--- src/rtl/core/xbm_pkg.sv ---
// Shared constants, codes and helpers for the XBM text bitmap decoder.
// No dependencies; imported by the channel interfaces and the core.
package xbm_pkg;

   localparam int CHAR_W = 8;
   localparam int KIND_W = 2;
   localparam int ERR_W  = 3;
   localparam int BYTE_W = 8;
   localparam int DEFINE_LEN = 7;

   typedef enum logic [KIND_W-1:0] {
      KIND_PIXEL = 2'd0,
      KIND_DIMS  = 2'd1,
      KIND_ERR   = 2'd2
   } kind_type;

   typedef enum logic [ERR_W-1:0] {
      ERR_LINE_START = 3'd0,
      ERR_WIDTH      = 3'd1,
      ERR_HEIGHT     = 3'd2,
      ERR_EARLY_END  = 3'd3,
      ERR_NO_X       = 3'd4,
      ERR_BAD_HEX    = 3'd5
   } err_type;

   localparam logic [CHAR_W-1:0] CHAR_NUL    = 8'h00;
   localparam logic [CHAR_W-1:0] CHAR_TAB    = 8'h09;
   localparam logic [CHAR_W-1:0] CHAR_LF     = 8'h0A;
   localparam logic [CHAR_W-1:0] CHAR_CR     = 8'h0D;
   localparam logic [CHAR_W-1:0] CHAR_SPACE  = 8'h20;
   localparam logic [CHAR_W-1:0] CHAR_HASH   = 8'h23;
   localparam logic [CHAR_W-1:0] CHAR_STAR   = 8'h2A;
   localparam logic [CHAR_W-1:0] CHAR_SLASH  = 8'h2F;
   localparam logic [CHAR_W-1:0] CHAR_ZERO   = 8'h30;
   localparam logic [CHAR_W-1:0] CHAR_NINE   = 8'h39;
   localparam logic [CHAR_W-1:0] CHAR_UP_A   = 8'h41;
   localparam logic [CHAR_W-1:0] CHAR_UP_F   = 8'h46;
   localparam logic [CHAR_W-1:0] CHAR_LO_A   = 8'h61;
   localparam logic [CHAR_W-1:0] CHAR_LO_F   = 8'h66;
   localparam logic [CHAR_W-1:0] CHAR_LO_X   = 8'h78;
   localparam logic [CHAR_W-1:0] CHAR_LBRACE = 8'h7B;

   // Characters of the "#define" keyword, by position.
   function automatic logic [CHAR_W-1:0] define_char_at(input logic [3:0] idx);
      logic [CHAR_W-1:0] ch;
      unique case (idx)
         4'd0:    ch = CHAR_HASH;
         4'd1:    ch = 8'h64;
         4'd2:    ch = 8'h65;
         4'd3:    ch = 8'h66;
         4'd4:    ch = 8'h69;
         4'd5:    ch = 8'h6E;
         4'd6:    ch = 8'h65;
         default: ch = CHAR_NUL;
      endcase
      return ch;
   endfunction

endpackage

--- src/rtl/core/xbm_req_if.sv ---
// Input channel of the XBM decoder: valid/ready with one text character.
// Depends on xbm_pkg.
interface xbm_req_if import xbm_pkg::*; ();
   logic              valid;
   logic              ready;
   logic [CHAR_W-1:0] character;
   logic              end_of_input;

   modport source (output valid, character, end_of_input, input ready);
   modport sink   (input valid, character, end_of_input, output ready);
endinterface

--- src/rtl/core/xbm_rsp_if.sv ---
// Result channel of the XBM decoder: valid/ready with one result item.
// Depends on xbm_pkg.
interface xbm_rsp_if import xbm_pkg::*; #(parameter int DIM_BITS = 16) ();
   logic                valid;
   logic                ready;
   logic [KIND_W-1:0]   result_kind;
   logic [BYTE_W-1:0]   pixel_byte;
   logic                last_byte;
   logic [DIM_BITS-1:0] bitmap_width;
   logic [DIM_BITS-1:0] bitmap_height;
   logic [ERR_W-1:0]    error_code;

   modport source (output valid, result_kind, pixel_byte, last_byte, bitmap_width,
                   bitmap_height, error_code, input ready);
   modport sink   (input valid, result_kind, pixel_byte, last_byte, bitmap_width,
                   bitmap_height, error_code, output ready);
endinterface

--- src/rtl/core/xbm_text_bitmap_decoder_core.sv ---
// XBM text bitmap decoder core: parses header and hex body, emits dimensions, pixel bytes and errors.
// Depends on xbm_pkg, xbm_req_if, xbm_rsp_if.
//
// The core takes one text character per clock cycle and never needs more:
// every character is a single update of the parser state, and its result (if
// any) is registered into a two-entry output buffer that drives the result
// channel, so the input keeps accepting while one result waits; input stalls
// only when both entries are full. The image byte count is one multiply of
// the stored dimensions, registered while the parser waits for the opening
// brace.
module xbm_text_bitmap_decoder_core import xbm_pkg::*; #(
   parameter int DIM_BITS = 16
) (
   input logic         clock,
   input logic         reset,
   xbm_req_if.sink     req_chan,
   xbm_rsp_if.source   rsp_chan
);

   localparam int ACC_W   = DIM_BITS + 4;
   localparam int COLS_W  = DIM_BITS - 2;
   localparam int BL_BITS = 2 * DIM_BITS - 3;
   localparam logic [DIM_BITS-1:0] DIM_MAX = {DIM_BITS{1'b1}};

   typedef enum logic [3:0] {
      PH_LINE, PH_SKIPLINE, PH_DEFW, PH_DEFH, PH_BRACE, PH_ZERO,
      PH_X, PH_HI, PH_LO_OK, PH_LO_BAD, PH_DONE, PH_FAIL
   } phase_type;

   typedef enum logic [1:0] {DEF_RUN, DEF_BAD, DEF_END} def_status_type;

   typedef struct packed {
      kind_type            kind;
      logic [BYTE_W-1:0]   pixel;
      logic                last;
      logic [DIM_BITS-1:0] width;
      logic [DIM_BITS-1:0] height;
      err_type             err;
   } result_type;

   function automatic logic is_space(input logic [CHAR_W-1:0] c);
      return (c == CHAR_SPACE) || (c >= CHAR_TAB && c <= CHAR_CR);
   endfunction

   function automatic logic is_line_end(input logic [CHAR_W-1:0] c);
      return (c == CHAR_LF) || (c == CHAR_NUL);
   endfunction

   function automatic logic is_digit(input logic [CHAR_W-1:0] c);
      return (c >= CHAR_ZERO) && (c <= CHAR_NINE);
   endfunction

   function automatic logic [4:0] hex_value(input logic [CHAR_W-1:0] c);
      logic [CHAR_W-1:0] d;
      logic [4:0] h;
      d = c - CHAR_ZERO;
      h = 5'b10000;
      if (is_digit(c)) begin
         h = {1'b0, d[3:0]};
      end else if (c >= CHAR_LO_A && c <= CHAR_LO_F) begin
         d = c - CHAR_LO_A + 8'd10;
         h = {1'b0, d[3:0]};
      end else if (c >= CHAR_UP_A && c <= CHAR_UP_F) begin
         d = c - CHAR_UP_A + 8'd10;
         h = {1'b0, d[3:0]};
      end
      return h;
   endfunction

   function automatic logic [BYTE_W-1:0] reverse8(input logic [BYTE_W-1:0] v);
      logic [BYTE_W-1:0] r;
      for (int i = 0; i < BYTE_W; i++) begin
         r[i] = v[BYTE_W-1-i];
      end
      return r;
   endfunction

   phase_type            phase_ff, phase_in;
   logic [3:0]           step_ff, step_in;
   logic [DIM_BITS-1:0]  acc_ff, acc_in;
   logic [DIM_BITS-1:0]  width_ff, width_in;
   logic [DIM_BITS-1:0]  height_ff, height_in;
   logic [BL_BITS-1:0]   bytes_ff, bytes_in;
   logic [3:0]           hi_ff, hi_in;
   result_type           out_ff, out_in, skid_ff, skid_in;
   logic                 out_valid_ff, out_valid_in, skid_valid_ff, skid_valid_in;

   logic                 accept, pop, push;
   result_type           res;
   logic [CHAR_W-1:0]    c;
   logic [CHAR_W-1:0]    digit;
   logic [ACC_W-1:0]     acc_next;
   def_status_type       def_status;
   logic [3:0]           def_step;
   logic [DIM_BITS-1:0]  def_acc;
   logic [DIM_BITS:0]    cols_sum;
   logic [COLS_W-1:0]    cols;
   logic [2*DIM_BITS-3:0] total;
   logic [4:0]           hex_c;
   logic [BYTE_W-1:0]    pix_value;
   logic                 is_last;

   assign accept = req_chan.valid && req_chan.ready;
   assign pop    = out_valid_ff && rsp_chan.ready;
   assign c      = req_chan.character;
   assign digit  = c - CHAR_ZERO;
   assign hex_c  = hex_value(c);

   assign cols_sum = {1'b0, width_ff} + (DIM_BITS+1)'(7);
   assign cols     = cols_sum[DIM_BITS:3];
   assign total    = cols * height_ff;

   assign acc_next = ({4'b0, acc_ff} << 3) + ({4'b0, acc_ff} << 1) + ACC_W'(digit[3:0]);

   // One character of a define line.
   always_comb begin
      def_status = DEF_RUN;
      def_step   = step_ff;
      def_acc    = acc_ff;
      if (step_ff < 4'(DEFINE_LEN)) begin
         if (c != define_char_at(step_ff)) begin
            def_status = DEF_BAD;
         end else begin
            def_step = step_ff + 4'd1;
         end
      end else begin
         case (step_ff)
            4'd7: begin
               if (is_line_end(c)) def_status = DEF_BAD;
               else if (!is_space(c)) def_step = 4'd8;
            end
            4'd8: begin
               if (is_line_end(c)) def_status = DEF_BAD;
               else if (is_space(c)) def_step = 4'd9;
            end
            4'd9: begin
               if (is_line_end(c)) begin
                  def_status = DEF_BAD;
               end else if (!is_space(c)) begin
                  if (!is_digit(c)) begin
                     def_status = DEF_BAD;
                  end else begin
                     def_acc  = DIM_BITS'(digit[3:0]);
                     def_step = 4'd10;
                  end
               end
            end
            4'd10: begin
               if (is_digit(c)) begin
                  if (acc_next > ACC_W'(DIM_MAX)) def_acc = DIM_MAX;
                  else def_acc = acc_next[DIM_BITS-1:0];
               end else if (c == CHAR_LF) begin
                  def_status = DEF_END;
               end else begin
                  def_step = 4'd11;
               end
            end
            default: begin
               if (c == CHAR_LF) def_status = DEF_END;
            end
         endcase
      end
   end

   // Parser next state and result for the current transfer.
   always_comb begin
      phase_in  = phase_ff;
      step_in   = step_ff;
      acc_in    = acc_ff;
      width_in  = width_ff;
      height_in = height_ff;
      bytes_in  = (phase_ff == PH_BRACE) ? total[BL_BITS-1:0] : bytes_ff;
      hi_in     = hi_ff;
      push      = 1'b0;
      is_last   = (bytes_ff <= BL_BITS'(1));
      pix_value = hex_c[4] ? {4'b0, hi_ff} : {hi_ff, hex_c[3:0]};
      res.kind   = KIND_ERR;
      res.pixel  = '0;
      res.last   = 1'b0;
      res.width  = width_ff;
      res.height = height_ff;
      res.err    = ERR_LINE_START;

      if (accept) begin
         if (req_chan.end_of_input) begin
            push      = (phase_ff != PH_DONE) && (phase_ff != PH_FAIL);
            res.err   = ERR_EARLY_END;
            phase_in  = PH_LINE;
            step_in   = '0;
            acc_in    = '0;
            width_in  = '0;
            height_in = '0;
            bytes_in  = '0;
            hi_in     = '0;
         end else begin
            unique case (phase_ff)
               PH_LINE: begin
                  if (c == CHAR_HASH) begin
                     phase_in = PH_DEFW;
                     step_in  = 4'd1;
                     acc_in   = '0;
                  end else if (c == CHAR_LF) begin
                     phase_in = PH_LINE;
                  end else if (c == CHAR_SLASH || c == CHAR_STAR || is_space(c)) begin
                     phase_in = PH_SKIPLINE;
                  end else begin
                     phase_in = PH_FAIL;
                     push     = 1'b1;
                     res.err  = ERR_LINE_START;
                  end
               end
               PH_SKIPLINE: begin
                  if (c == CHAR_LF) phase_in = PH_LINE;
               end
               PH_DEFW, PH_DEFH: begin
                  step_in = def_step;
                  acc_in  = def_acc;
                  res.err = (phase_ff == PH_DEFW) ? ERR_WIDTH : ERR_HEIGHT;
                  if (def_status == DEF_BAD ||
                      (def_status == DEF_END && acc_ff == '0)) begin
                     phase_in = PH_FAIL;
                     push     = 1'b1;
                  end else if (def_status == DEF_END) begin
                     if (phase_ff == PH_DEFW) begin
                        width_in = acc_ff;
                        acc_in   = '0;
                        step_in  = '0;
                        phase_in = PH_DEFH;
                     end else begin
                        height_in  = acc_ff;
                        phase_in   = PH_BRACE;
                        push       = 1'b1;
                        res.kind   = KIND_DIMS;
                        res.height = acc_ff;
                        res.err    = ERR_LINE_START;
                     end
                  end
               end
               PH_BRACE: begin
                  if (c == CHAR_LBRACE) phase_in = PH_ZERO;
               end
               PH_ZERO: begin
                  if (c == CHAR_ZERO) phase_in = PH_X;
               end
               PH_X: begin
                  if (c != CHAR_LO_X) begin
                     phase_in = PH_FAIL;
                     push     = 1'b1;
                     res.err  = ERR_NO_X;
                  end else begin
                     phase_in = PH_HI;
                  end
               end
               PH_HI: begin
                  hi_in    = hex_c[4] ? 4'd0 : hex_c[3:0];
                  phase_in = hex_c[4] ? PH_LO_BAD : PH_LO_OK;
               end
               PH_LO_BAD: begin
                  phase_in = PH_FAIL;
                  push     = 1'b1;
                  res.err  = ERR_BAD_HEX;
               end
               PH_LO_OK: begin
                  push      = 1'b1;
                  res.kind  = KIND_PIXEL;
                  res.pixel = reverse8(pix_value);
                  res.last  = is_last;
                  res.err   = ERR_LINE_START;
                  if (bytes_ff != '0) bytes_in = bytes_ff - BL_BITS'(1);
                  phase_in  = is_last ? PH_DONE : PH_ZERO;
               end
               PH_DONE, PH_FAIL: begin
                  phase_in = phase_ff;
               end
            endcase
         end
      end
   end

   // Two-entry output buffer.
   always_comb begin
      out_in        = out_ff;
      skid_in       = skid_ff;
      out_valid_in  = out_valid_ff;
      skid_valid_in = skid_valid_ff;
      if (skid_valid_ff) begin
         if (pop) begin
            out_in        = skid_ff;
            skid_valid_in = 1'b0;
         end
      end else if (push) begin
         if (!out_valid_ff || pop) begin
            out_in       = res;
            out_valid_in = 1'b1;
         end else begin
            skid_in       = res;
            skid_valid_in = 1'b1;
         end
      end else if (pop) begin
         out_valid_in = 1'b0;
      end
   end

   always_ff @(posedge clock) begin
      if (reset) begin
         phase_ff      <= PH_LINE;
         step_ff       <= '0;
         acc_ff        <= '0;
         width_ff      <= '0;
         height_ff     <= '0;
         bytes_ff      <= '0;
         hi_ff         <= '0;
         out_valid_ff  <= 1'b0;
         skid_valid_ff <= 1'b0;
      end else begin
         phase_ff      <= phase_in;
         step_ff       <= step_in;
         acc_ff        <= acc_in;
         width_ff      <= width_in;
         height_ff     <= height_in;
         bytes_ff      <= bytes_in;
         hi_ff         <= hi_in;
         out_valid_ff  <= out_valid_in;
         skid_valid_ff <= skid_valid_in;
      end
      out_ff  <= out_in;
      skid_ff <= skid_in;
   end

   assign req_chan.ready         = !skid_valid_ff;
   assign rsp_chan.valid         = out_valid_ff;
   assign rsp_chan.result_kind   = out_ff.kind;
   assign rsp_chan.pixel_byte    = out_ff.pixel;
   assign rsp_chan.last_byte     = out_ff.last;
   assign rsp_chan.bitmap_width  = out_ff.width;
   assign rsp_chan.bitmap_height = out_ff.height;
   assign rsp_chan.error_code    = out_ff.err;

   a_skid_behind_out: assert property (@(posedge clock) disable iff (reset)
      skid_valid_ff |-> out_valid_ff)
      else $error("skid entry held without head entry");

   a_eoi_restarts: assert property (@(posedge clock) disable iff (reset)
      accept && req_chan.end_of_input |=> phase_ff == PH_LINE && width_ff == '0)
      else $error("end of input did not restart the parser");

   a_last_done: assert property (@(posedge clock) disable iff (reset)
      push && res.kind == KIND_PIXEL && res.last |=> phase_ff == PH_DONE)
      else $error("final pixel byte did not finish the image");

   a_push_lands: assert property (@(posedge clock) disable iff (reset)
      push |=> out_valid_ff)
      else $error("result transfer lost");

endmodule
--- src/flat_wrapper.sv ---
// flat-port wrapper written by rule: the top's interface ports become plain ports
module xbm_text_bitmap_decoder_core_flat import xbm_pkg::*;
#(
   parameter int DIM_BITS = 16
)
  (clock, reset, req_chan_valid, req_chan_character, req_chan_end_of_input, req_chan_ready, rsp_chan_valid, rsp_chan_result_kind, rsp_chan_pixel_byte, rsp_chan_last_byte, rsp_chan_bitmap_width, rsp_chan_bitmap_height, rsp_chan_error_code, rsp_chan_ready);
  xbm_req_if req_chan_i ();
  xbm_rsp_if #(.DIM_BITS(DIM_BITS)) rsp_chan_i ();
  input logic clock;
  input logic reset;
  input wire logic [$bits(req_chan_i.valid)-1:0] req_chan_valid;
  input wire logic [$bits(req_chan_i.character)-1:0] req_chan_character;
  input wire logic [$bits(req_chan_i.end_of_input)-1:0] req_chan_end_of_input;
  output wire logic [$bits(req_chan_i.ready)-1:0] req_chan_ready;
  output wire logic [$bits(rsp_chan_i.valid)-1:0] rsp_chan_valid;
  output wire logic [$bits(rsp_chan_i.result_kind)-1:0] rsp_chan_result_kind;
  output wire logic [$bits(rsp_chan_i.pixel_byte)-1:0] rsp_chan_pixel_byte;
  output wire logic [$bits(rsp_chan_i.last_byte)-1:0] rsp_chan_last_byte;
  output wire logic [$bits(rsp_chan_i.bitmap_width)-1:0] rsp_chan_bitmap_width;
  output wire logic [$bits(rsp_chan_i.bitmap_height)-1:0] rsp_chan_bitmap_height;
  output wire logic [$bits(rsp_chan_i.error_code)-1:0] rsp_chan_error_code;
  input wire logic [$bits(rsp_chan_i.ready)-1:0] rsp_chan_ready;
  assign req_chan_i.valid = req_chan_valid;
  assign req_chan_i.character = req_chan_character;
  assign req_chan_i.end_of_input = req_chan_end_of_input;
  assign req_chan_ready = req_chan_i.ready;
  assign rsp_chan_valid = rsp_chan_i.valid;
  assign rsp_chan_result_kind = rsp_chan_i.result_kind;
  assign rsp_chan_pixel_byte = rsp_chan_i.pixel_byte;
  assign rsp_chan_last_byte = rsp_chan_i.last_byte;
  assign rsp_chan_bitmap_width = rsp_chan_i.bitmap_width;
  assign rsp_chan_bitmap_height = rsp_chan_i.bitmap_height;
  assign rsp_chan_error_code = rsp_chan_i.error_code;
  assign rsp_chan_i.ready = rsp_chan_ready;
  xbm_text_bitmap_decoder_core #(.DIM_BITS(DIM_BITS)) u_core (.clock(clock), .reset(reset), .req_chan(req_chan_i), .rsp_chan(rsp_chan_i));
endmodule
--- config.mk ---
export PLATFORM = sky130hd
export DESIGN_NAME = xbm_text_bitmap_decoder_core_flat
export DESIGN_NICKNAME = d
export VERILOG_FILES = /design/src/rtl/core/xbm_pkg.sv /design/src/rtl/core/xbm_req_if.sv /design/src/rtl/core/xbm_rsp_if.sv /design/src/rtl/core/xbm_text_bitmap_decoder_core.sv /design/src/flat_wrapper.sv
export SDC_FILE = /design/constraint.sdc
export NUM_CORES = 1
export LEC_CHECK = 0
export ABC_AREA = 1
export BUFFER_PORTS_ARGS = -buffer_cell sky130_fd_sc_hd__buf_4
export CELL_PAD_IN_SITES_DETAIL_PLACEMENT = 2
export CELL_PAD_IN_SITES_GLOBAL_PLACEMENT = 2
export CORE_ASPECT_RATIO = 1.5
export CORE_MARGIN = 5
export CORE_UTILIZATION = 35
export CTS_CLUSTER_DIAMETER = 60
export DETAILED_ROUTE_END_ITERATION = 10
export PLACE_DENSITY = 0.84
export SLEW_MARGIN = 10
export SYNTH_ARGS = -nofsm -noshare
export SYNTH_HDL_FRONTEND = slang
export SYNTH_SLANG_ARGS = --single-unit
--- constraint.sdc ---
create_clock -name clock -period 15.95 [get_ports clock]
set_clock_uncertainty 0.2 [all_clocks]
set_input_delay 0 -clock clock [delete_from_list [all_inputs] [get_ports clock]]
set_output_delay 0 -clock clock [all_outputs]
set_load 0.05 [all_outputs]
# Word level (Yosys, flattened, before mapping)
# Cells that the tools add are included.
# classes
n_addsub	10
multipliers	1
order_cmp	11
eq_ne	44
muxes	116
bitwise	2
n_reduce_logical	42
# ops
op	n
2-to-1 mux 16 bit	23
2-to-1 mux 46 bit	4
2-to-1 mux 29 bit	5
2-to-1 mux 4 bit	30
2-to-1 mux 19 bit	4
one-hot mux 16 bit (2 select lines)	2
one-hot mux 7 bit (6 select lines)	1
== test 8 x 6 -> 1 bit, second input constant	5
one-hot mux 4 bit (9 select lines)	1
== test 4 x 3 -> 1 bit, second input constant	8
less-or-equal comparator 29 x 1 -> 1 bit, second input constant	1
multiplier 14 x 16 -> 29 bit	1
nonzero test 29 bit	1
subtractor 29 x 1 -> 29 bit, second input constant	1
== test 4 bit, second input constant	7
2-to-1 mux 11 bit	2
adder 19 x 17 -> 20 bit	1
adder 20 x 4 -> 20 bit	1
> comparator 20 x 16 -> 1 bit, second input constant	1
2-to-1 mux 1 bit	20
2-to-1 mux 2 bit	9
adder 16 x 3 -> 17 bit, second input constant	1
== test 4 x 2 -> 1 bit, second input constant	4
greater-or-equal comparator 8 x 7 -> 1 bit, second input constant	2
other kinds (45)	91
# totals
register_bits	183
inputBits	13

# Depth between registers and ports, before layout
# Gate-level depths: netlist of the first run.
# logic_depth
depth_word	17
ltp_mapped	37
ltp_nobuf	37

# Worst setup path after synthesis of the first run
# Ideal clock, no wire load.
# synth_path
path_kind	reg-to-reg
from	register u_core.width_ff[4]
to	register u_core.bytes_ff[22]
setup_ns	0.117
arrival_time_ns	6.519
required_time_ns	15.633
path_slack_ns	9.114
stages_incl_launch_ff	37
period_less_slack_ns	6.836
cell_sequence	dfxtp_1 > nand2_1 > nor2_1 > nand3_2 > nor2_1 > inv_1 > nor2_1 > inv_1 > nor2_1 > inv_1 > nor2_1 > inv_2 > nor2_4 > inv_2 > buf_2 > nand3_1 > fa_1 > fa_1 > inv_1 > fa_1 > fa_1 > fa_1 > inv_1 > fa_1 > inv_1 > ha_1 > a21oi_1 > inv_1 > a21oi_1 > o21bai_1 > inv_1 > nand2_1 > nand2_1 > o211ai_1 > or2_2 > a21oi_1 > nor2_1
# synth_via
elab_chain_cells	7
# synth_rtl
element	line_no	source
start, declared	xbm_text_bitmap_decoder_core.sv:81	logic [DIM_BITS-1:0] width_ff, width_in;
start signal, assigned	xbm_text_bitmap_decoder_core.sv:319	width_ff <= width_in;
adder 16 x 3 -> 17 bit (*)	xbm_text_bitmap_decoder_core.sv:109	assign cols_sum = {1'b0, width_ff} + (DIM_BITS+1)'(7);
multiplier 14 x 16 -> 29 bit (*)	xbm_text_bitmap_decoder_core.sv:111	assign total = cols * height_ff;
2-to-1 mux 29 bit (*)	xbm_text_bitmap_decoder_core.sv:172	bytes_in = (phase_ff == PH_BRACE) ? total[BL_BITS-1:0] : bytes_ff;
2-to-1 mux 29 bit	xbm_text_bitmap_decoder_core.sv:269	if (bytes_ff != '0) bytes_in = bytes_ff - BL_BITS'(1);
2-to-1 mux 29 bit	xbm_text_bitmap_decoder_core.sv:196	unique case (phase_ff)
2-to-1 mux 29 bit	xbm_text_bitmap_decoder_core.sv:185	if (req_chan.end_of_input) begin
2-to-1 mux 29 bit (*)	xbm_text_bitmap_decoder_core.sv:184	if (accept) begin
end signal, assigned	xbm_text_bitmap_decoder_core.sv:321	bytes_ff <= bytes_in;
end, declared	xbm_text_bitmap_decoder_core.sv:83	logic [BL_BITS-1:0] bytes_ff, bytes_in;
# Mark *: on every way between the ends. The rest lies on a longest branch, timed or not.
# A chain may end at the register's enable or synchronous reset.

# Final worst setup path of the first run
# layout_path
from	register u_core.width_ff[4]
to	register u_core.bytes_ff[21]
# The elaborated chain is that of the path after synthesis.

==> flow_summary_export.csv, run 1 <==
group,metric,value,unit
routing,routed-via-count,17427,
power_and_ir_drop,pwr_density_cell,54.8,nW/um^2
die,fp-row-count,103,
routing,first_iter_violations,747,
grt,globalRoute.totalOverflow,0,
cts,cts_hold_buffers,11,
grt,global_route.peak_usage_layer,"met2",
timing,worstMarginPinSlew,1.08,ns
setup_path,critical_path_arrival,8.22,ns
layout,final_cell_mix,"582 x sky130_fd_sc_hd__nand2_1, 380 x sky130_fd_sc_hd__inv_1, 316 x sky130_fd_sc_hd__nor2_1",
grt,grt_use_met1,26.1,%
cts,numCtsBuffers,17,
die,floorplan.die.height,292,um
status,outcome,"completed",
layout,final_nets,2837,
power_and_ir_drop,fin_total_pwr,1.11,mW
logic_synthesis,synth.area.top_cells,"sky130_fd_sc_hd__fa_1 18%, sky130_fd_sc_hd__edfxtp_1 15%, sky130_fd_sc_hd__nand2_1 12%, sky130_fd_sc_hd__dfxtp_1 9.8%, sky130_fd_sc_hd__ha_1 8.9%",
min_path,worstHoldPathType,"in -> reg",
cts,clk_path_buf_depth,2,
grt,grt_first_pass_wirelength,116000,um
routing,post_drt_via_cell_ratio,5.41,
timing,drv_slew,0,
layout,layout.area.seq,4590,um^2
grt,global_route.usage.met2,50.4,%
timing,finalHoldViolCount,0,
cts,cts_tree,"built",
timing,clock.fmax,124,MHz
grt,antenna_violations_before_repair,0,
timing,timing.final.crit_period,8.09,ns
cts,clkLatencyLatePin,0.47,ns
place,routabilityCongestion,0.933,
die,dieArea,57700,um^2
setup_path,critPathMostFrequentCell,"sky130_fd_sc_hd__nor2_1",
setup_path,maximum_single_stage_delay_on_the_critical_path,0.56,ns
timing,fin_crit_sh,50.7,%
min_path,hp-start,"req_chan_valid",
setup_path,worst_r2r_startpoint,"u_core.width_ff[4]",
layout,num-fill-cells,6260,
cts,numClockSinks,183,
grt,grt_max_degree,65,
logic_synthesis,yosys.cell_types.count,49,
grt,grt_usage,25.6,%
layout,stdcell_area,20300,um^2
job,max_cap_violations,0,
routing,detail_route.drc_violations,0,
cts,cts.clk_slew.worst_paths,0.08,ns
timing,finalSetupTns,0,ns
setup_path,crit_path_start_kind,"register",
power_and_ir_drop,static_leakage,9.36,nW
cts,post_cts.resized_instances,0,
place,placed_area,19600,um^2
logic_synthesis,synth.top_cell.area_share,17.9,%
min_path,worst_hold_path.num_cells,4,
routing,postRouteAntennaNets,0,
setup_path,critical_path_required,16.08,ns
logic_synthesis,number_of_register_bits_inferred_by_synthesis,183,
routing,totalWireLength,73400,um
cts,ctsRootBufferMaster,"sky130_fd_sc_hd__clkbuf_16",
power_and_ir_drop,vdd.ir_drop.worst,0.0000759,V
cts,cts_setup_buffers,0,
timing,unrepaired_setup_endpoints_after_global_routing,"no",
routing,iteration_count_of_the_initial_detailed_routing_pass,5,
layout,area_occupied_by_multi_input_gates,12100,um^2
setup_path,worstReg2RegEnd,"u_core.bytes_ff[21]",
place,place.port_buffers,60,
setup_path,cp_max_fo,10,
layout,num_antenna_cells,0,
setup_path,worstSetupEndpointType,"register",
grt,globalRouteMet3Util,2.39,%
die,coreArea,52600,um^2
layout,mostFrequentLayoutCell,"sky130_fd_sc_hd__nand2_1",
logic_synthesis,synth.largest_area_cell,"sky130_fd_sc_hd__fa_1",
die,dieWidth,198,um
min_path,hold-path-endpoint,"u_core.bytes_ff[21]",
timing,setup_viol_count_final,0,
setup_path,timing.reg2reg.worst_path_depth,30,
layout,post_route_cells_drive_above_1_share,6.58,%
setup_path,timing.setup.critical_path_class,"reg -> reg",
cts,htreeDepth,4,
logic_synthesis,synthesis.instances,2500,
die,initial_utilization,35.2,%
die,ioPinCount,61,
logic_synthesis,part_of_the_yosys_area_used_for_sequential_elements,24.7,%
timing,timing.slew.headroom,27.8,%
logic_synthesis,syn-num-nets,2811,
logic_synthesis,post_synth.cell_area_avg,7.41,um^2
layout,area.growth.synth_to_final,9.52,%
place,dp_hpwl,58700,um
routing,routed_wire_length_per_instance,22.8,um
setup_path,crit_slowest_cell,"sky130_fd_sc_hd__fa_1",
logic_synthesis,yosysWarnings,0,
grt,grt_pass1_vias,20636,
setup_path,r2r_setup_slack,7.86,ns
logic_synthesis,syn-cell-area,18500,um^2
## cell usage after synthesis, drive strengths merged
cell type	number
nand2	588
inv	387
nor2	326
a21oi	169
fa	166
nand3	137
o21ai	133
ha	132
edfxtp	92
dfxtp	91
clkbuf	52
xor2	34
nor3	30
buf	26
nand4	25
a31oi	18
or2	14
clkinv	11
o21bai	9
nand3b	8
o211ai	8
a211oi	7
a21o	6
xnor2	6
nor4	5
a21boi	3
o22ai	3
and2	2
o2111ai	2
o21a	2
o31ai	2
a221oi	1
a31o	1
nor4b	1
o211a	1
o221ai	1
or3b	1
## critical path: cells and delay by family (launching register included)
family,cells,cell delay [ns]
compound gates,6,0.95
fa+ha+maj,7,3.57
buf+inv,5,0.72
flops,1,0.39
simple gates,12,2.12
## routing by layer
metal / up-vias / part of all wire [%]
li1: 8018 / -
met1: 8867 / 36
met2: 347 / 56
met3: 195 / 2.4
met4: 0 / 6.1
met5: - / 0
## logic make-up after synthesis
logic type,share of synthesized area [%]
AO/OA/AOI/OAI,11.0
XOR/XNOR,1.89
adder cells (fa/ha/maj),26.9
buffers and inverters,9.93
flip-flops,24.7
AND/OR/NAND/NOR,25.6
## cell type report
class	count	share of cell area [%]
clock buffers	20	2.25
well taps	682	4.21
multi-input cells	1841	59.7
repair buffers	85	3.28
inverters	398	7.36
flip-flops and latches	183	22.6
clock inverters	12	0.586
## how the worst max path moves through the flow
stage / start / endpoint
2_1_floorplan: u_core.width_ff[4] / u_core.bytes_ff[22]
3_3_place_gp: u_core.width_ff[4] / u_core.bytes_ff[21]
3_5_place_dp: u_core.width_ff[2] / u_core.bytes_ff[21]
4_1_cts: u_core.width_ff[4] / u_core.bytes_ff[21]
5_1_grt: u_core.width_ff[4] / u_core.bytes_ff[21]
6_report: u_core.width_ff[4] / u_core.bytes_ff[21]
## metrics by stage
stage | util [%] | hold WS (ns) | std cells | setup slack, ns
finish | 38.6 | 0.0317 | 3221 | 7.86
floorplan | - | -0.0184 | 2500 | 9.11
CTS | 38.6 | 0.0273 | 3221 | 7.88
global placement | 37.3 | 0.120 | 3178 | 8.45
global route | 38.6 | 0.103 | 3221 | 7.32
detailed placement | 37.3 | 0.116 | 3178 | 7.97
## state kept, by name, summed over array words and instances (netlist names)
name                           cells
u_core.skid_ff                    46
u_core.bytes_ff                   29
u_core.acc_ff                     16
u_core.height_ff                  16
u_core.rsp_chan.bitmap_height     16
u_core.rsp_chan.bitmap_width      16
u_core.width_ff                   16
u_core.rsp_chan.pixel_byte         8
u_core.hi_ff                       4
u_core.phase_ff                    4
u_core.step_ff                     4
u_core.rsp_chan.error_code         3
u_core.rsp_chan.result_kind        2
u_core.rsp_chan.last_byte          1
u_core.rsp_chan.valid              1
u_core.skid_valid_ff               1
## power breakdown
part | total [mW] | internal (mW) | leakage (nW) | switching (mW)
logic | 0.158 | 0.0367 | 7.47 | 0.121
clock network | 0.429 | 0.226 | 0.275 | 0.203
registers | 0.526 | 0.515 | 1.62 | 0.0106
total | 1.11 | 0.777 | 9.36 | 0.335
Note: power is estimated with default switching activity, not from simulation.
==> run 2, diff against run 1 <==
--- a/config.mk
+++ b/config.mk
@@ -11,10 +11,10 @@
 export CELL_PAD_IN_SITES_GLOBAL_PLACEMENT = 2
 export CORE_ASPECT_RATIO = 1.5
 export CORE_MARGIN = 5
-export CORE_UTILIZATION = 35
+export CORE_UTILIZATION = 34
 export CTS_CLUSTER_DIAMETER = 60
 export DETAILED_ROUTE_END_ITERATION = 10
-export PLACE_DENSITY = 0.84
+export PLACE_DENSITY = 0.85
 export SLEW_MARGIN = 10
 export SYNTH_ARGS = -nofsm -noshare
 export SYNTH_HDL_FRONTEND = slang
==> constraint.sdc (replaced) <==
create_clock -name clock -period 6.6 [get_ports clock]
set_clock_uncertainty 0.2 [all_clocks]
set_input_delay 0 -clock clock [delete_from_list [all_inputs] [get_ports clock]]
set_output_delay 0 -clock clock [all_outputs]
set_load 0.05 [all_outputs]
==> run 2 against run 1 <==
  * The flow now finishes with violations (negative setup slack)
  * Sequential cell count did not move
  * Utilization is 5.9 points higher
  * Register-to-register slack got worse by 9.2 ns
  * Count of clock-buffer cells in the layout down 3
  * Critical path type unchanged
==> flow_summary_export.csv, run 2 (synthesis results as in run 1) <==
group,metric,value,unit
status,outcome,"complete, but fails checks",
status,violations,"negative setup slack",
routing,totalWireLength,118000,um
layout,layout.area.seq,4610,um^2
setup_path,worst_r2r_startpoint,"u_core.width_ff[10]",
power_and_ir_drop,power.switching,1.03,mW
setup_path,critical_path_required,6.79,ns
timing,worst_slack,-1.31,ns
setup_path,crit_buf_inv,11,
layout,num_antenna_cells,0,
routing,detail_route.drc_violations,0,
grt,grt_max_degree,64,
power_and_ir_drop,vdd.ir_drop.worst,0.000213,V
setup_path,timing.reg2reg.worst_path_depth,35,
routing,postRouteAntennaNets,0,
layout,area_occupied_by_multi_input_gates,13700,um^2
layout,mostFrequentLayoutCell,"sky130_fd_sc_hd__nand2_1",
layout,registers.top_by_ff_count,"u_core.skid_ff",
cts,cts.clk_slew.worst_paths,0.09,ns
layout,post_route_cells_drive_above_1_share,24.3,%
die,coreArea,53900,um^2
routing,routed_wire_length_per_instance,34.1,um
setup_path,crit_path_start_kind,"register",
timing,timing.final.crit_period,7.91,ns
die,dieArea,59400,um^2
place,dp_worst_setup_slack,-0.908,ns
layout,num-fill-cells,6044,
power_and_ir_drop,pwr_density_cell,122,nW/um^2
setup_path,cp_max_fo,5,
min_path,worst_hold_path.num_cells,9,
setup_path,crit_slowest_cell,"sky130_fd_sc_hd__fa_2",
power_and_ir_drop,power.clock.fraction,39.8,%
routing,routed-via-count,21219,
die,initial_utilization,34.4,%
cts,numCtsBuffers,17,
timing,fin_crit_sh,120,%
setup_path,worstSetupEndpointType,"register",
layout,layout_top_registers,"u_core.skid_ff x46, u_core.bytes_ff x29",
routing,first_iter_violations,1794,
timing,setup_viol_count_final,21,
timing,finalHoldViolCount,0,
setup_path,timing.setup.critical_path_class,"reg -> reg",
setup_path,maximum_single_stage_delay_on_the_critical_path,0.57,ns
grt,antenna_violations_before_repair,2,
layout,largest_reg_flops,46,
power_and_ir_drop,static_leakage,10.9,nW
setup_path,critical_path_arrival,8.09,ns
grt,grt_pass1_vias,23419,
setup_path,r2r_setup_slack,-1.31,ns
die,fp-row-count,104,
routing,post_drt_via_cell_ratio,6.14,
place,place.port_buffers,60,
grt,globalRoute.totalOverflow,0,
die,ioPinCount,61,
layout,final_nets,3066,
layout,stdcell_area,23900,um^2
setup_path,critPathMostFrequentCell,"sky130_fd_sc_hd__inv_2",
layout,area.growth.synth_to_final,29.2,%
min_path,worstHoldPathType,"in -> reg",
cts,ctsRootBufferMaster,"sky130_fd_sc_hd__clkbuf_16",
place,routabilityCongestion,0.937,
timing,clock.fmax,126,MHz
die,dieWidth,201,um
place,placed_area,20900,um^2
die,floorplan.die.height,296,um
grt,grt_usage,33.2,%
min_path,hp-start,"req_chan_character[7]",
power_and_ir_drop,cellInternalPower,1.88,mW
cts,cts_tree,"built",
min_path,hold-path-endpoint,"u_core.phase_ff[2]",
cts,numClockSinks,183,
timing,drv_slew,0,
power_and_ir_drop,seqPwrFrac,43.9,%
setup_path,critical_path.top_delay_family,"adder cells",
place,dp_hpwl,66100,um
timing,worstMarginPinSlew,1.30,ns
cts,clk_path_buf_depth,2,
job,max_cap_violations,0,
cts,clkLatencyLatePin,0.52,ns
grt,grt_first_pass_wirelength,148000,um
power_and_ir_drop,switching_share,35.5,%
cts,htreeDepth,4,
setup_path,worstReg2RegEnd,"u_core.bytes_ff[21]",
timing,timing.slew.headroom,12.6,%
timing,unrepaired_setup_endpoints_after_global_routing,"yes",
power_and_ir_drop,combPwrFrac,16.3,%
layout,final_cell_mix,"532 x sky130_fd_sc_hd__nand2_1, 340 x sky130_fd_sc_hd__inv_1, 264 x sky130_fd_sc_hd__nor2_1",
routing,iteration_count_of_the_initial_detailed_routing_pass,5,
-- run 2: worst max path at each step --
stage,startpoint,to,slack [ns],depth (start not counted)
6_report,u_core.width_ff[10],u_core.bytes_ff[21],-1.31,35
5_1_grt,u_core.width_ff[10],u_core.bytes_ff[21],-1.27,35
4_1_cts,u_core.width_ff[5],u_core.bytes_ff[25],-0.13,32
3_5_place_dp,u_core.width_ff[7],u_core.bytes_ff[26],-0.91,35
3_3_place_gp,u_core.width_ff[7],u_core.bytes_ff[20],-0.26,32
2_1_floorplan,u_core.width_ff[6],u_core.bytes_ff[22],0.004,36
-- run 2: tightest hold or removal path: stages --
cell                      delay, ns
sky130_fd_sc_hd__buf_4         0.10
sky130_fd_sc_hd__nor2_1        0.04
sky130_fd_sc_hd__nand2_1       0.09
sky130_fd_sc_hd__or3b_2        0.14
sky130_fd_sc_hd__o21ai_0       0.07
sky130_fd_sc_hd__nand2_1       0.06
sky130_fd_sc_hd__nand3_1       0.08
sky130_fd_sc_hd__nand3_1       0.10
sky130_fd_sc_hd__a21oi_1       0.06
-- run 2: repair_timing --
item / in CTS / in global routing
hold buffers: 16 / 0
gates resized for setup: 208 / 225
buffers inserted: 24 / 39
hold endpoints to repair: 63 / 0
setup endpoints to repair: 21 / 22
pin swaps: 88 / 98
-- run 2: layout make-up --
type	count	share of cell area [%]
Multi-Input combinational cell	1841	57.3
Sequential cell	183	19.2
Timing Repair Buffer	314	10.9
Inverter	398	6.38
Tap cell	689	3.60
Clock buffer	17	1.78
Clock inverter	15	0.711
-- run 2: metrics by stage --
step	util [%]	power, mW	setup TNS (ns)	std cells	hold slack (ns)
after global routing	44.4	2.95	-19.06	3457	0.161
after detailed placement	38.9	1.70	-12.46	3349	0.103
final	44.4	2.91	-18.16	3457	0.0846
after CTS	42.1	2.82	-1.29	3419	0.0458
after global placement	38.9	1.68	-2.89	3349	0.0960
after floorplan	-	1.53	0	2500	-0.0184
-- run 2: power by group through the flow --
stage	combinational, mW	sequential [mW]	clock (mW)
finish	0.475	1.28	1.16
global route	0.485	1.28	1.19
CTS	0.428	1.27	1.12
detailed placement	0.403	1.30	0
global placement	0.387	1.29	0
floorplan	0.135	1.40	0
-- run 2: per-layer routing --
metal / up-vias / wire length (um) / share of wire, % / global-route usage (%)
met1: 10652 / 37500 / 32 / 31.3
met4: 2 / 14400 / 12 / 29.0
met2: 1332 / 58100 / 49 / 61.8
met5: - / 6 / 0.0051 / 0
li1: 8476 / - / - / -
met3: 757 / 7740 / 6.6 / 5.92
==> run 3, diff against run 2 <==
--- a/config.mk
+++ b/config.mk
@@ -19,3 +19,4 @@
 export SYNTH_ARGS = -nofsm -noshare
 export SYNTH_HDL_FRONTEND = slang
 export SYNTH_SLANG_ARGS = --single-unit
+export TNS_END_PERCENT = 30
==> run 3 against run 2 <==
  * The flow finishes with violations (negative hold slack, negative setup slack)
  * Die area unchanged
  * Clock power about the same
  * Via count decreased by 6.3%
  * Cell count decreased by 1.1%
  * Count of clock-buffer cells in the layout increased by 5
  * Design area decreased by 4.9%
  * Register-to-register slack improved by 0.33 ns
  * Critical path depth decreased by 1
  * Global-route usage decreased by 1.6 points
  * Sequential share of layout area increased by 0.94 points
  * Combinational power decreased by 9.5%
  * Critical path type unchanged
==> flow_summary_export.csv, run 3 (synthesis results as in run 1) <==
group,metric,value,unit
status,outcome,"complete, but fails checks",
status,violations,"negative hold slack, negative setup slack",
place,placed_area,20900,um^2
routing,dr_wl_met2,52100,um
cts,numCtsBuffers,17,
layout,layout_top_registers,"u_core.skid_ff x46, u_core.bytes_ff x29",
layout,area.growth.synth_to_final,22.9,%
setup_path,origin_of_the_worst_setup_path,"u_core.width_ff[4]",
routing,dr_wl_met3,4750,um
layout,final_cell_count_no_fill,3418,
setup_path,crit_path_start_kind,"register",
setup_path,critical_path_arrival,7.75,ns
routing,routed_wire_length_per_instance,29.4,um
timing,timing.slew.headroom,20.1,%
routing,totalWireLength,100000,um
cts,ctsRootBufferMaster,"sky130_fd_sc_hd__clkbuf_16",
min_path,worstHoldPathType,"in -> reg",
timing,clock.fmax,132,MHz
die,dieWidth,201,um
cts,cts_tree,"built",
setup_path,worst_r2r_startpoint,"u_core.width_ff[4]",
layout,num-fill-cells,6215,
timing,hold_slack,-0.00667,ns
routing,metal_1_wl,33100,um
routing,topRoutingLayerUsed,"met4",
place,place.port_buffers,60,
setup_path,timing.reg2reg.worst_path_depth,34,
die,initial_utilization,34.4,%
power_and_ir_drop,vdd.ir_drop.worst,0.000162,V
timing,fin_crit_sh,115,%
setup_path,critical_path_required,6.78,ns
timing,worstMarginPinSlew,1.20,ns
setup_path,maximum_single_stage_delay_on_the_critical_path,0.63,ns
setup_path,cp_max_fo,6,
routing,detail_route.drc_violations,0,
layout,post_route_cells_drive_above_1_share,19.9,%
power_and_ir_drop,pwr_density_cell,127,nW/um^2
grt,grt_first_pass_wirelength,142000,um
setup_path,worstSetupEndpointType,"register",
power_and_ir_drop,static_leakage,10.5,nW
timing,setup_viol_count_final,21,
place,dp.cells,3346,
die,floorplan.die.height,296,um
cts,numClockSinks,183,
die,fp-row-count,104,
die,coreArea,53900,um^2
cts,cts.clk_slew.worst_paths,0.09,ns
job,max_cap_violations,0,
layout,mostFrequentLayoutCell,"sky130_fd_sc_hd__nand2_1",
timing,finalHoldViolCount,1,
routing,routed-via-count,19889,
grt,antenna_violations_before_repair,0,
layout,stdcell_area,22800,um^2
grt,globalRoute.totalOverflow,0,
setup_path,crit_slowest_cell,"sky130_fd_sc_hd__fa_1",
layout,largest_reg_flops,46,
setup_path,r2r_setup_slack,-0.98,ns
layout,final_nets,3027,
grt,grt_usage,31.5,%
timing,worst_slack,-0.975,ns
place,dp_hpwl,64900,um
place,routabilityCongestion,0.925,
setup_path,timing.setup.critical_path_class,"reg -> reg",
layout,num_antenna_cells,0,
cts,clk_path_buf_depth,2,
die,ioPinCount,61,
routing,postRouteAntennaNets,0,
routing,post_drt_via_cell_ratio,5.82,
cts,clkLatencyLatePin,0.50,ns
grt,grt_max_degree,65,
layout,registers.top_by_ff_count,"u_core.skid_ff",
cts,htreeDepth,4,
setup_path,timing.critical_path.to,"u_core.bytes_ff[22]",
routing,first_iter_violations,1470,
grt,grt_pass1_vias,23021,
die,dieArea,59400,um^2
layout,post_layout_util,42.3,%
timing,timing.final.crit_period,7.58,ns
timing,unrepaired_setup_endpoints_after_global_routing,"yes",
setup_path,worstReg2RegEnd,"u_core.bytes_ff[22]",
layout,final_cell_mix,"555 x sky130_fd_sc_hd__nand2_1, 356 x sky130_fd_sc_hd__inv_1, 285 x sky130_fd_sc_hd__nor2_1",
routing,iteration_count_of_the_initial_detailed_routing_pass,5,
timing,drv_slew,0,
run 3: cell count changes in the layout (fill, tap and decap cells not counted), sizes merged:
cell         change
clkinvlp         -1
clkbuf           +5
dlygate4sd3      -5
inv              -1
buf             -34
clkinv           -3
run 3: worst max-delay path, delay by kind of cell, from the launching register on:
family / cells / cell delay, ns
AOI/OAI and AO/OA: 5 / 0.78
and+or+nand+nor: 12 / 1.65
DFF: 1 / 0.37
adders and majority gates: 7 / 3.42
buffers and inverters: 10 / 1.02
run 3: per-layer routing:
| metal | track usage [%] | up-vias |
|---|---|---|
| li1 | - | 8406 |
| met1 | 29.9 | 10077 |
| met2 | 61.1 | 879 |
| met3 | 4.16 | 527 |
| met4 | 24.6 | 0 |
| met5 | 0 | - |
run 3: per-stage QoR:
step	setup TNS [ns]	power (mW)	setup WS [ns]
2_1_floorplan	-0.0468	1.53	-0.0468
3_3_place_gp	-3.95	1.68	-0.479
3_5_place_dp	-11.13	1.70	-0.789
4_1_cts	-0.238	2.83	-0.0510
5_1_grt	-19.06	2.93	-1.23
6_report	-13.95	2.88	-0.975
run 3: how the worst min path moves through the flow:
stage / start / end / slack (ns) / cells past startpoint
6_report: req_chan_character[6] / u_core.step_ff[2] / -0.007 / 8
5_1_grt: req_chan_character[6] / u_core.step_ff[2] / 0.07 / 8
4_1_cts: req_chan_character[6] / u_core.step_ff[2] / 0.002 / 8
3_5_place_dp: rsp_chan_ready / u_core.skid_valid_ff / 0.09 / 4
3_3_place_gp: rsp_chan_ready / u_core.skid_valid_ff / 0.08 / 4
2_1_floorplan: rsp_chan_ready / u_core.skid_valid_ff / -0.02 / 3
run 3: cell type report:
| cell class | instances | area (um^2) | share of cell area (%) |
|---|---|---|---|
| multi-input combinational | 1841 | 13000 | 57.3 |
| inverter | 398 | 1510 | 6.64 |
| tap | 689 | 862 | 3.79 |
| clock inverter | 10 | 93.8 | 0.412 |
| clock buffer | 22 | 528 | 2.32 |
| timing repair buffer | 275 | 2140 | 9.39 |
| sequential | 183 | 4600 | 20.2 |
run 3: power breakdown:
group	switching [mW]	internal, mW
Sequential	0.0307	1.24
Clock	0.589	0.586
Combinational	0.324	0.106
Total	0.944	1.94
run 3: repair_timing:
| action | in CTS | in global routing |
|---|---|---|
| gates resized for setup | 181 | 58 |
| setup buffers | 24 | 5 |
| setup endpoints to repair | 21 | 22 |
| hold endpoints to repair | 60 | 0 |
| hold buffers | 11 | 0 |
| pin swaps | 97 | 32 |
